===== config.mk =====
export PLATFORM = sky130hd
export DESIGN_NAME = address_range_segment_table
export DESIGN_NICKNAME = d
export VERILOG_FILES = /design/src/hdl/arst_pkg.sv /design/src/hdl/arst_table.sv /design/src/hdl/address_range_segment_table.sv
export VERILOG_INCLUDE_DIRS = /design/src /design/src/hdl
export SDC_FILE = /design/constraint.sdc
export NUM_CORES = 2
export LEC_CHECK = 0
export ABC_AREA = 1
export BUFFER_PORTS_ARGS = -buffer_cell sky130_fd_sc_hd__buf_2
export CORE_MARGIN = 2
export CORE_UTILIZATION = 49
export CTS_CLUSTER_SIZE = 14
export DETAILED_ROUTE_END_ITERATION = 12
export PLACE_DENSITY = 0.68
export REMOVE_ABC_BUFFERS = 1
export SYNTH_ARGS = -nofsm -noshare
export SYNTH_HDL_FRONTEND = slang
export SYNTH_SLANG_ARGS = --single-unit

===== constraint.sdc =====
create_clock -name clk -period 18.11 [get_ports clk]
set_input_delay 3.622 -clock clk [delete_from_list [all_inputs] [get_ports clk]]
set_output_delay 3.622 -clock clk [all_outputs]
set_load 0.02 [all_outputs]

===== src/hdl/address_range_segment_table_assert.svh =====
// Assertion macros for the segment table block.
`ifndef ADDRESS_RANGE_SEGMENT_TABLE_ASSERT_SVH
`define ADDRESS_RANGE_SEGMENT_TABLE_ASSERT_SVH

// Implication checked at every clock edge outside reset.
`define ARST_ASSERT_IMPL(lbl, ante, cons) \
  lbl: assert property (@(posedge clk) disable iff (!rst_n) (ante) |-> (cons)) \
    else $error("assertion failed");

// Next-cycle implication checked outside reset.
`define ARST_ASSERT_NEXT(lbl, ante, cons) \
  lbl: assert property (@(posedge clk) disable iff (!rst_n) (ante) |=> (cons)) \
    else $error("assertion failed");

`endif


===== src/hdl/arst_pkg.sv =====
`default_nettype none
package arst_pkg;

  localparam int MaxSeg = 64;
  localparam int IdxW   = $clog2(MaxSeg);
  localparam int CntW   = $clog2(MaxSeg + 1);
  localparam int PageW  = 20;
  localparam int LenW   = 21;
  localparam int AddrW  = PageW + 2;

  localparam logic [AddrW-1:0] TopPage = AddrW'(1) << PageW;

  // request codes
  localparam logic [1:0] REQ_ADD    = 2'd0;
  localparam logic [1:0] REQ_ALLOC  = 2'd1;
  localparam logic [1:0] REQ_REMOVE = 2'd2;

  // status codes
  localparam logic [1:0] ST_OK     = 2'd0;
  localparam logic [1:0] ST_NO_GAP = 2'd1;
  localparam logic [1:0] ST_FULL   = 2'd2;

  typedef struct packed {
    logic [PageW-1:0] start;
    logic [LenW-1:0]  length;
    logic [2:0]       prot;
  } seg_entry_t;

  // control from the sequencer to the table
  typedef struct packed {
    logic             we;
    logic [IdxW-1:0]  waddr;
    seg_entry_t       wdata;
    logic [IdxW-1:0]  raddr;
    logic             cnt_inc;
    logic             cnt_dec;
  } tbl_ctrl_t;

  typedef enum logic [4:0] {
    S_IDLE, S_ADD_RD, S_ADD_EV, S_INS_CHK, S_INS_RD, S_INS_WR, S_INS_POST,
    S_AL_RD0, S_AL_EV0, S_AL_RDN, S_AL_EV, S_RM_RD, S_RM_SKIP, S_RM_LOOP,
    S_RM_EV, S_DEL_RD, S_DEL_WR, S_DEL_FIN, S_DONE
  } state_t;

endpackage
`default_nettype wire


===== src/hdl/arst_table.sv =====
`default_nettype none
// Segment storage: one write port, one registered read port, fill count.
module arst_table import arst_pkg::*; (
  input  wire logic       clk,
  input  wire logic       rst_n,
  input  wire tbl_ctrl_t  ctrl,
  output seg_entry_t      rdata,
  output logic [CntW-1:0] count
);

  seg_entry_t      mem [MaxSeg];
  seg_entry_t      rdata_r;
  logic [CntW-1:0] count_r;

  // memory port
  always_ff @(posedge clk) begin
    if (ctrl.we) begin
      mem[ctrl.waddr] <= ctrl.wdata;
    end
    rdata_r <= mem[ctrl.raddr];
  end

  // number of valid (packed) entries
  always_ff @(posedge clk) begin
    if (!rst_n) begin
      count_r <= '0;
    end else if (ctrl.cnt_inc) begin
      count_r <= count_r + CntW'(1);
    end else if (ctrl.cnt_dec) begin
      count_r <= count_r - CntW'(1);
    end
  end

  assign rdata = rdata_r;
  assign count = count_r;

endmodule
`default_nettype wire


===== src/hdl/address_range_segment_table.sv =====
`default_nettype none
// First-fit page range allocator over an address-sorted segment table.
// Input channel (in_*): one transaction per request: add a segment, allocate
// the first gap that fits, or remove a page range. in_stall is high while a
// request is being worked on; one request is in the block at a time.
// Result channel (out_*): one transaction per request with status and the
// allocated start page. The result sits in an output register; the next
// request may be accepted while it waits, and that request's result then
// waits in the sequencer until out_stall drops.
// Operation: the sequencer walks the table through a single registered-read
// memory port and shifts entries the same way on insert or delete. A remove
// shifts the tail once per deleted entry. A new request is not accepted until
// the previous one has left the sequencer.
// Reset (synchronous, rst_n low) empties the table by clearing the fill
// count; no clearing pass is needed and the block is ready right after.
module address_range_segment_table import arst_pkg::*; (
  input  wire logic             clk,
  input  wire logic             rst_n,
  input  wire logic             in_valid,
  output logic                  in_stall,
  input  wire logic [1:0]       in_req_type,
  input  wire logic [PageW-1:0] in_page_number,
  input  wire logic [LenW-1:0]  in_page_count,
  input  wire logic [2:0]       in_protection,
  output logic                  out_valid,
  input  wire logic             out_stall,
  output logic [1:0]            out_status,
  output logic [PageW-1:0]      out_result_page
);

  state_t            state_r, state_nxt;
  logic [1:0]        type_r, type_nxt;
  logic [AddrW-1:0]  addr_r, addr_nxt;
  logic [AddrW-1:0]  size_r, size_nxt;
  logic [AddrW-1:0]  stop_r, stop_nxt;
  logic [2:0]        prot_r, prot_nxt;
  logic [CntW-1:0]   idx_r, idx_nxt;
  logic [CntW-1:0]   j_r, j_nxt;
  seg_entry_t        cur_r, cur_nxt;
  seg_entry_t        ins_r, ins_nxt;
  logic              post_r, post_nxt;
  logic [1:0]        status_r, status_nxt;
  logic [PageW-1:0]  result_r, result_nxt;
  logic              out_valid_r, out_valid_nxt;
  logic [1:0]        out_status_r, out_status_nxt;
  logic [PageW-1:0]  out_page_r, out_page_nxt;

  tbl_ctrl_t         ctrl;
  seg_entry_t        rd;
  logic [CntW-1:0]   seg_count;

  arst_table u_table (
    .clk   (clk),
    .rst_n (rst_n),
    .ctrl  (ctrl),
    .rdata (rd),
    .count (seg_count)
  );

  // shared datapath
  logic             in_acc, out_free, full;
  logic [AddrW-1:0] in_page_w, in_cnt_w, room, clamped;
  logic [CntW-1:0]  idx_inc, j_inc, j_dec;
  logic             have_next, fit, prot_eq;
  logic [AddrW-1:0] s_w, l_w, e_w, ce, lim;
  logic             adj, halt, skip, del, front, tail;
  logic [AddrW-1:0] a2, sz2;

  assign in_acc    = in_valid && !in_stall;
  assign out_free  = !out_valid_r || !out_stall;
  assign full      = (seg_count == CntW'(MaxSeg));
  assign in_page_w = {2'b00, in_page_number};
  assign in_cnt_w  = {1'b0, in_page_count};
  assign room      = TopPage - in_page_w;
  assign clamped   = (in_cnt_w > room) ? room : in_cnt_w;
  assign idx_inc   = idx_r + CntW'(1);
  assign j_inc     = j_r + CntW'(1);
  assign j_dec     = j_r - CntW'(1);

  // allocate: gap after the current entry, zero where the next one overlaps
  assign have_next = idx_inc < seg_count;
  assign s_w       = {2'b00, rd.start};
  assign l_w       = {1'b0, rd.length};
  assign e_w       = s_w + l_w;
  assign ce        = {2'b00, cur_r.start} + {1'b0, cur_r.length};
  assign lim       = have_next ? s_w : TopPage;
  assign fit       = ((lim > ce) ? (lim - ce) : AddrW'(0)) >= size_r;
  assign prot_eq   = (cur_r.prot == prot_r);

  // remove: classify the entry against the remaining range
  assign adj   = s_w > addr_r;
  assign halt  = adj && (s_w > stop_r);
  assign a2    = adj ? s_w : addr_r;
  assign sz2   = adj ? (size_r - (s_w - addr_r)) : size_r;
  assign skip  = (e_w <= a2) && !((s_w == a2) && (l_w == '0));
  assign del   = (s_w == a2) && (l_w <= sz2);
  assign front = (s_w == a2);
  assign tail  = (sz2 + (a2 - s_w)) >= l_w;

  // next state
  always_comb begin
    state_nxt = state_r;
    unique case (state_r)
      S_IDLE: begin
        if (in_acc) begin
          unique case (in_req_type)
            REQ_ADD:    state_nxt = S_ADD_RD;
            REQ_ALLOC:  state_nxt = (seg_count == '0) ? S_DONE : S_AL_RD0;
            REQ_REMOVE: state_nxt = S_RM_RD;
            default:    state_nxt = S_DONE;
          endcase
        end
      end
      S_ADD_RD:   state_nxt = (idx_r == seg_count) ? S_INS_CHK : S_ADD_EV;
      S_ADD_EV:   state_nxt = (s_w <= addr_r) ? S_ADD_RD : S_INS_CHK;
      S_INS_CHK:  state_nxt = full ? S_DONE : S_INS_RD;
      S_INS_RD: begin
        if (j_r == idx_r) begin
          state_nxt = post_r ? S_INS_POST : S_DONE;
        end else begin
          state_nxt = S_INS_WR;
        end
      end
      S_INS_WR:   state_nxt = S_INS_RD;
      S_INS_POST: state_nxt = S_DONE;
      S_AL_RD0:   state_nxt = S_AL_EV0;
      S_AL_EV0:   state_nxt = S_AL_RDN;
      S_AL_RDN:   state_nxt = S_AL_EV;
      S_AL_EV: begin
        if (fit) begin
          state_nxt = prot_eq ? S_DONE : S_INS_CHK;
        end else begin
          state_nxt = have_next ? S_AL_RDN : S_DONE;
        end
      end
      S_RM_RD:    state_nxt = (idx_r >= seg_count) ? S_DONE : S_RM_SKIP;
      S_RM_SKIP:  state_nxt = (e_w <= addr_r) ? S_RM_RD : S_RM_LOOP;
      S_RM_LOOP: begin
        state_nxt = ((size_r == '0) || (idx_r >= seg_count)) ? S_DONE : S_RM_EV;
      end
      S_RM_EV: begin
        if (halt) begin
          state_nxt = S_DONE;
        end else if (skip) begin
          state_nxt = S_RM_LOOP;
        end else if (del) begin
          state_nxt = S_DEL_RD;
        end else if (front || tail) begin
          state_nxt = S_RM_LOOP;
        end else begin
          state_nxt = S_INS_CHK;
        end
      end
      S_DEL_RD:   state_nxt = (j_inc >= seg_count) ? S_DEL_FIN : S_DEL_WR;
      S_DEL_WR:   state_nxt = S_DEL_RD;
      S_DEL_FIN:  state_nxt = S_RM_LOOP;
      S_DONE:     state_nxt = out_free ? S_IDLE : S_DONE;
      default:    state_nxt = S_IDLE;
    endcase
  end

  // datapath controls and register updates
  always_comb begin
    ctrl          = '0;
    type_nxt      = type_r;
    addr_nxt      = addr_r;
    size_nxt      = size_r;
    stop_nxt      = stop_r;
    prot_nxt      = prot_r;
    idx_nxt       = idx_r;
    j_nxt         = j_r;
    cur_nxt       = cur_r;
    ins_nxt       = ins_r;
    post_nxt      = post_r;
    status_nxt    = status_r;
    result_nxt    = result_r;
    out_valid_nxt = out_valid_r && out_stall;
    out_status_nxt = out_status_r;
    out_page_nxt  = out_page_r;
    unique case (state_r)
      S_IDLE: begin
        if (in_acc) begin
          type_nxt   = in_req_type;
          addr_nxt   = in_page_w;
          size_nxt   = (in_req_type == REQ_ALLOC) ? in_cnt_w : clamped;
          stop_nxt   = in_page_w + clamped;
          prot_nxt   = in_protection;
          idx_nxt    = '0;
          post_nxt   = 1'b0;
          result_nxt = '0;
          status_nxt = ((in_req_type == REQ_ALLOC) && (seg_count == '0)) ?
                       ST_NO_GAP : ST_OK;
          ins_nxt    = '{start: in_page_number, length: clamped[LenW-1:0],
                         prot: in_protection};
        end
      end
      S_ADD_RD: ctrl.raddr = idx_r[IdxW-1:0];
      S_ADD_EV: begin
        if (s_w <= addr_r) begin
          idx_nxt = idx_inc;
        end
      end
      S_INS_CHK: begin
        j_nxt = seg_count;
        if (full) begin
          status_nxt = (type_r == REQ_REMOVE) ? ST_OK : ST_FULL;
          result_nxt = '0;
        end
      end
      S_INS_RD: begin
        ctrl.raddr = j_dec[IdxW-1:0];
        if (j_r == idx_r) begin
          ctrl.we      = 1'b1;
          ctrl.waddr   = idx_r[IdxW-1:0];
          ctrl.wdata   = ins_r;
          ctrl.cnt_inc = 1'b1;
        end
      end
      S_INS_WR: begin
        ctrl.we    = 1'b1;
        ctrl.waddr = j_r[IdxW-1:0];
        ctrl.wdata = rd;
        j_nxt      = j_dec;
      end
      S_INS_POST: begin
        // split: shorten the first half after the second is in place
        ctrl.we    = 1'b1;
        ctrl.waddr = idx_r[IdxW-1:0] - IdxW'(1);
        ctrl.wdata = cur_r;
      end
      S_AL_RD0: ctrl.raddr = '0;
      S_AL_EV0: cur_nxt = rd;
      S_AL_RDN: ctrl.raddr = idx_inc[IdxW-1:0];
      S_AL_EV: begin
        if (fit) begin
          result_nxt = ce[PageW-1:0];
          status_nxt = ST_OK;
          if (prot_eq) begin
            ctrl.we    = 1'b1;
            ctrl.waddr = idx_r[IdxW-1:0];
            ctrl.wdata = '{start: cur_r.start,
                           length: cur_r.length + size_r[LenW-1:0],
                           prot: cur_r.prot};
          end else begin
            ins_nxt = '{start: ce[PageW-1:0], length: size_r[LenW-1:0],
                        prot: prot_r};
            idx_nxt = idx_inc;
          end
        end else if (have_next) begin
          cur_nxt = rd;
          idx_nxt = idx_inc;
        end else begin
          status_nxt = ST_NO_GAP;
        end
      end
      S_RM_RD: ctrl.raddr = idx_r[IdxW-1:0];
      S_RM_SKIP: begin
        if (e_w <= addr_r) begin
          idx_nxt = idx_inc;
        end
      end
      S_RM_LOOP: ctrl.raddr = idx_r[IdxW-1:0];
      S_RM_EV: begin
        if (!halt) begin
          addr_nxt = a2;
          size_nxt = sz2;
          if (skip) begin
            idx_nxt = idx_inc;
          end else if (del) begin
            addr_nxt = a2 + l_w;
            size_nxt = sz2 - l_w;
            j_nxt    = idx_r;
          end else if (front) begin
            ctrl.we    = 1'b1;
            ctrl.waddr = idx_r[IdxW-1:0];
            ctrl.wdata = '{start: PageW'(s_w + sz2), length: LenW'(l_w - sz2),
                           prot: rd.prot};
            size_nxt   = '0;
            idx_nxt    = idx_inc;
          end else if (tail) begin
            ctrl.we    = 1'b1;
            ctrl.waddr = idx_r[IdxW-1:0];
            ctrl.wdata = '{start: rd.start, length: LenW'(a2 - s_w),
                           prot: rd.prot};
            size_nxt   = sz2 - (e_w - a2);
            addr_nxt   = e_w;
            idx_nxt    = idx_inc;
          end else begin
            ins_nxt  = '{start: stop_r[PageW-1:0], length: LenW'(e_w - stop_r),
                         prot: rd.prot};
            cur_nxt  = '{start: rd.start, length: LenW'(a2 - s_w), prot: rd.prot};
            post_nxt = 1'b1;
            idx_nxt  = idx_inc;
          end
        end
      end
      S_DEL_RD: ctrl.raddr = j_inc[IdxW-1:0];
      S_DEL_WR: begin
        ctrl.we    = 1'b1;
        ctrl.waddr = j_r[IdxW-1:0];
        ctrl.wdata = rd;
        j_nxt      = j_inc;
      end
      S_DEL_FIN: ctrl.cnt_dec = 1'b1;
      S_DONE: begin
        if (out_free) begin
          out_valid_nxt  = 1'b1;
          out_status_nxt = status_r;
          out_page_nxt   = result_r;
        end
      end
      default: ;
    endcase
  end

  // control registers
  always_ff @(posedge clk) begin
    if (!rst_n) begin
      state_r     <= S_IDLE;
      out_valid_r <= 1'b0;
    end else begin
      state_r     <= state_nxt;
      out_valid_r <= out_valid_nxt;
    end
  end

  // payload registers
  always_ff @(posedge clk) begin
    type_r       <= type_nxt;
    addr_r       <= addr_nxt;
    size_r       <= size_nxt;
    stop_r       <= stop_nxt;
    prot_r       <= prot_nxt;
    idx_r        <= idx_nxt;
    j_r          <= j_nxt;
    cur_r        <= cur_nxt;
    ins_r        <= ins_nxt;
    post_r       <= post_nxt;
    status_r     <= status_nxt;
    result_r     <= result_nxt;
    out_status_r <= out_status_nxt;
    out_page_r   <= out_page_nxt;
  end

  assign in_stall        = (state_r != S_IDLE);
  assign out_valid       = out_valid_r;
  assign out_status      = out_status_r;
  assign out_result_page = out_page_r;

`include "address_range_segment_table_assert.svh"

  `ARST_ASSERT_IMPL(a_count_bound, 1'b1, seg_count <= CntW'(MaxSeg))
  `ARST_ASSERT_NEXT(a_accept_busy, in_acc, state_r != S_IDLE)
  `ARST_ASSERT_IMPL(a_result_src, out_valid_r && !$past(out_valid_r), $past(state_r) == S_DONE)
  `ARST_ASSERT_IMPL(a_nogap_page, out_valid_r && out_status_r != ST_OK, out_page_r == '0)

endmodule
`default_nettype wire

==> flow_summary_export.csv <==
group,metric,value,unit
clock_network,cts_tree,"built",
sta,holdWs,0.416,ns
placement,gp_congestion,1.17,
clock_network,cts_buffers,332,
cells_and_area,seq_area,92200,sq um
clock_network,root_buffer,"clkbuf_16",
detailed_routing,viasPerCell,6.42,
sta,worst_pin_slew,1.64,ns
setup_path,r2r-start,"u_table.rdata[24]",
setup_path,crit_type,"reg -> reg",
synthesis,syn_inst,12526,
placement,dp_hpwl,320000,um
global_route,track_usage,32.4,%
cells_and_area,drive_gt1_share,13.0,%
clock_network,clockBufferDepth,4,
setup_path,required,18.63,ns
setup_path,worst-path-buf-inv,7,
status,violations,"capacitance limit, slew limit",
synthesis,synth_cell_types,62,
placement,io_buffers,73,
global_route,grt_use_met3,7.48,%
detailed_routing,wl_per_cell,30.0,um
setup_path,crit_family,"compound AO/OA/AOI/OAI gates",
sta,slew_headroom,-10.3,%
setup_path,cp.arrival,13.22,ns
cells_and_area,n_fill_cell,24523,
detailed_routing,vias,107069,
setup_path,worstRegToRegCells,43,
synthesis,synth_area_per_cell,11.6,sq um
cells_and_area,nNetsFinal,13028,
sta,hold_violations,0,
clock_network,cts_sinks,3091,
cells_and_area,fin_area,162000,sq um
floorplanning,core,296000,sq um
clock_network,cts-resized-gates,0,
setup_path,rr_endpoint,"u_table.mem[60][25]",
floorplanning,die_width,549,um
cells_and_area,area_growth,11.1,%
synthesis,synth_seq_cells,3091,
detailed_routing,remaining_drc_errors,0,
setup_path,start_kind,"flip-flop",
setup_path,crit_slowest_cell,"dfxtp_1",
sta,fin_skew,0.0925,ns
clock_network,ctsHoldBuffers,0,
sta,finalCritPeriodShare,70.1,%
synthesis,syn_area,146000,sq um
floorplanning,die_area,302000,sq um
detailed_routing,first_pass_iters,12,
setup_path,end_kind,"flip-flop",
setup_path,path_common_cell,"nand2_1",
min_path,hold_path_depth,0,
placement,dpl_cell_area,151000,sq um
setup_path,cp_max_fo,71,
sta,grt_setup_unrepaired,"false",
clock_network,cts_setup_buffers,0,
global_route,met2_usage,50.8,%
sta,clock.fmax,78.7,MHz
global_route,grt-ovfl-total,0,
global_route,grt_pass1_vias,102147,
detailed_routing,postRouteAntennaNets,0,
setup_path,rrSetupSlack,5.41,ns
clock_network,clk_latency,0.97,ns
floorplanning,pin_count,74,
clock_network,clk_pin_slew_worst_paths,0.06,ns
global_route,busiest_layer,"met2",
sta,slew_viol_final,5,
min_path,hold_end,"out_result_page[17]",
clock_network,h-tree-depth,5,
global_route,met1_usage,41.7,%
floorplanning,start_util,49.2,%
run,cap_violations,2,
global_route,antenna_found_initial,38,
status,status,"finished, violations left",
setup_path,cpPeakStageDelay,1.25,ns
floorplanning,rows,200,
synthesis,synth-warning-count,0,
cells_and_area,multi_input_area,49000,sq um
detailed_routing,drt_wl_total,500000,um
cells_and_area,layout.cells.most_common_list,"edfxtp_1 (3,034), o21ai_0 (1,472), o211ai_1 (1,111)",
synthesis,seq_area_frac_synth,63.3,%
global_route,grt_max_degree,206,
sta,fin_crit,12.70,ns
cells_and_area,layout_commonest_cell,"edfxtp_1",
floorplanning,die_h,549,um
detailed_routing,drt_iter0_markers,15833,
sta,setup_viol,0,
min_path,hold_start,"result_r[17]",
global_route,grt_pass1_wl,714000,um
min_path,hold_class,"reg -> reg",
-- sequential cells by signal, indices dropped and copies added (netlist names), 2 cells and up --
signal / flops
addr_r: 22
cur_r: 44
idx_r: 7
ins_r: 44
j_r: 7
out_result_page: 20
out_status: 2
prot_r: 3
result_r: 20
size_r: 22
state_r: 5
status_r: 2
stop_r: 22
type_r: 2
u_table.count: 7
u_table.mem: 2816
u_table.rdata: 44
-- worst register-to-register path, delay by kind of cell (launching register included) --
family / cells / cell delay, ns
DFF: 1 / 1.25
AOI/OAI and AO/OA: 11 / 3.76
buffers and inverters: 7 / 1.68
xor gates and xnor gates: 2 / 0.46
adders and majority gates: 4 / 1.39
and+or+nand+nor: 19 / 3.69
-- worst max-delay path by stage --
stage	from	to	slack (ns)	depth (start not counted)
2_1_floorplan	state_r[4]	u_table.rdata[16]	-50.40	13
3_3_place_gp	u_table.rdata[24]	u_table.mem[60][33]	6.04	43
3_5_place_dp	u_table.rdata[24]	u_table.mem[60][29]	6.00	43
4_1_cts	u_table.rdata[24]	u_table.mem[60][30]	5.99	43
5_1_grt	u_table.rdata[24]	u_table.mem[60][3]	4.82	43
6_report	u_table.rdata[24]	u_table.mem[60][25]	5.41	43
-- area by class of cell --
type                    count  share of cell area, %
multi-input cells        8036                   30.3
inverters                 677                   1.59
diodes                     12                 0.0185
well taps                3939                   3.04
clock buffers             420                   5.52
repair buffers            319                   1.47
clock inverters           181                   1.14
flip-flops and latches   3091                   57.0
-- layer usage --
metal	vias to the layer above	part of all wire (%)
met5	-	0.053
met4	26	6.2
met3	1409	11
met2	6604	46
met1	52667	37
li1	46363	-
-- cells by family (layout without fill, tap and decap cells) --
family / count (synthesis) / in the layout / share of synthesized area (%)
AOI/OAI and AO/OA: 3671 / 3671 / 15.5
adders and majority gates: 521 / 521 / 4.75
muxes: 1 / 1 / 0.00687
other: 0 / 12 / 0
buffers and inverters: 1399 / 1597 / 3.70
DFF: 3091 / 3091 / 63.3
and+or+nand+nor: 3599 / 3599 / 11.3
xor gates and xnor gates: 244 / 244 / 1.47
-- metrics by stage --
| stage | TNS [ns] | utilization (%) | setup WS (ns) | instances |
|---|---|---|---|---|
| after floorplan | -2216.98 | - | -50.40 | 11804 |
| after global placement | 0 | 51.0 | 6.04 | 16060 |
| after detailed placement | 0 | 51.0 | 6.00 | 16060 |
| after CTS | 0 | 54.6 | 5.99 | 16661 |
| after global routing | 0 | 54.6 | 4.82 | 16665 |
| final | 0 | 54.7 | 5.41 | 16675 |
-- synth_stat cells (all sizes together) --
library cell	number	share of area, %
a21o	29	0.15
nand4	79	0.34
or2	727	3.1
inv	670	1.7
buf	134	0.44
xnor2	86	0.52
clkbuf	588	1.5
and2	5	0.021
ha	467	4.0
a2bb2oi	1	0.0060
mux2i	1	0.0069
fa	54	0.74
nand2	1074	2.8
edfxtp	3034	63
a221o	15	0.10
o211ai	1111	5.7
a2111oi	3	0.018
o21a	21	0.11
o211a	5	0.034
a21oi	445	1.5
nand3	480	1.7
nor3b	6	0.031
o221ai	71	0.43
nand3b	3	0.015
dfxtp	57	0.78
o311ai	4	0.024
xor2	158	0.95
clkinv	7	0.018
o31ai	9	0.046
nor3	46	0.16
a211oi	18	0.093
o2111ai	13	0.078
a41oi	2	0.012
a31oi	29	0.12
nor2	1146	3.0
or3	1	0.0043
a22oi	42	0.22
a31o	7	0.042
o21ai	1486	5.1
nor4	32	0.14
o21bai	43	0.22
o22ai	286	1.2
a221oi	18	0.11
a21boi	13	0.067
Power is left out: the tool's default activity adds up to more than one toggle a clock period on the data nets, which glitch-free logic cannot reach.
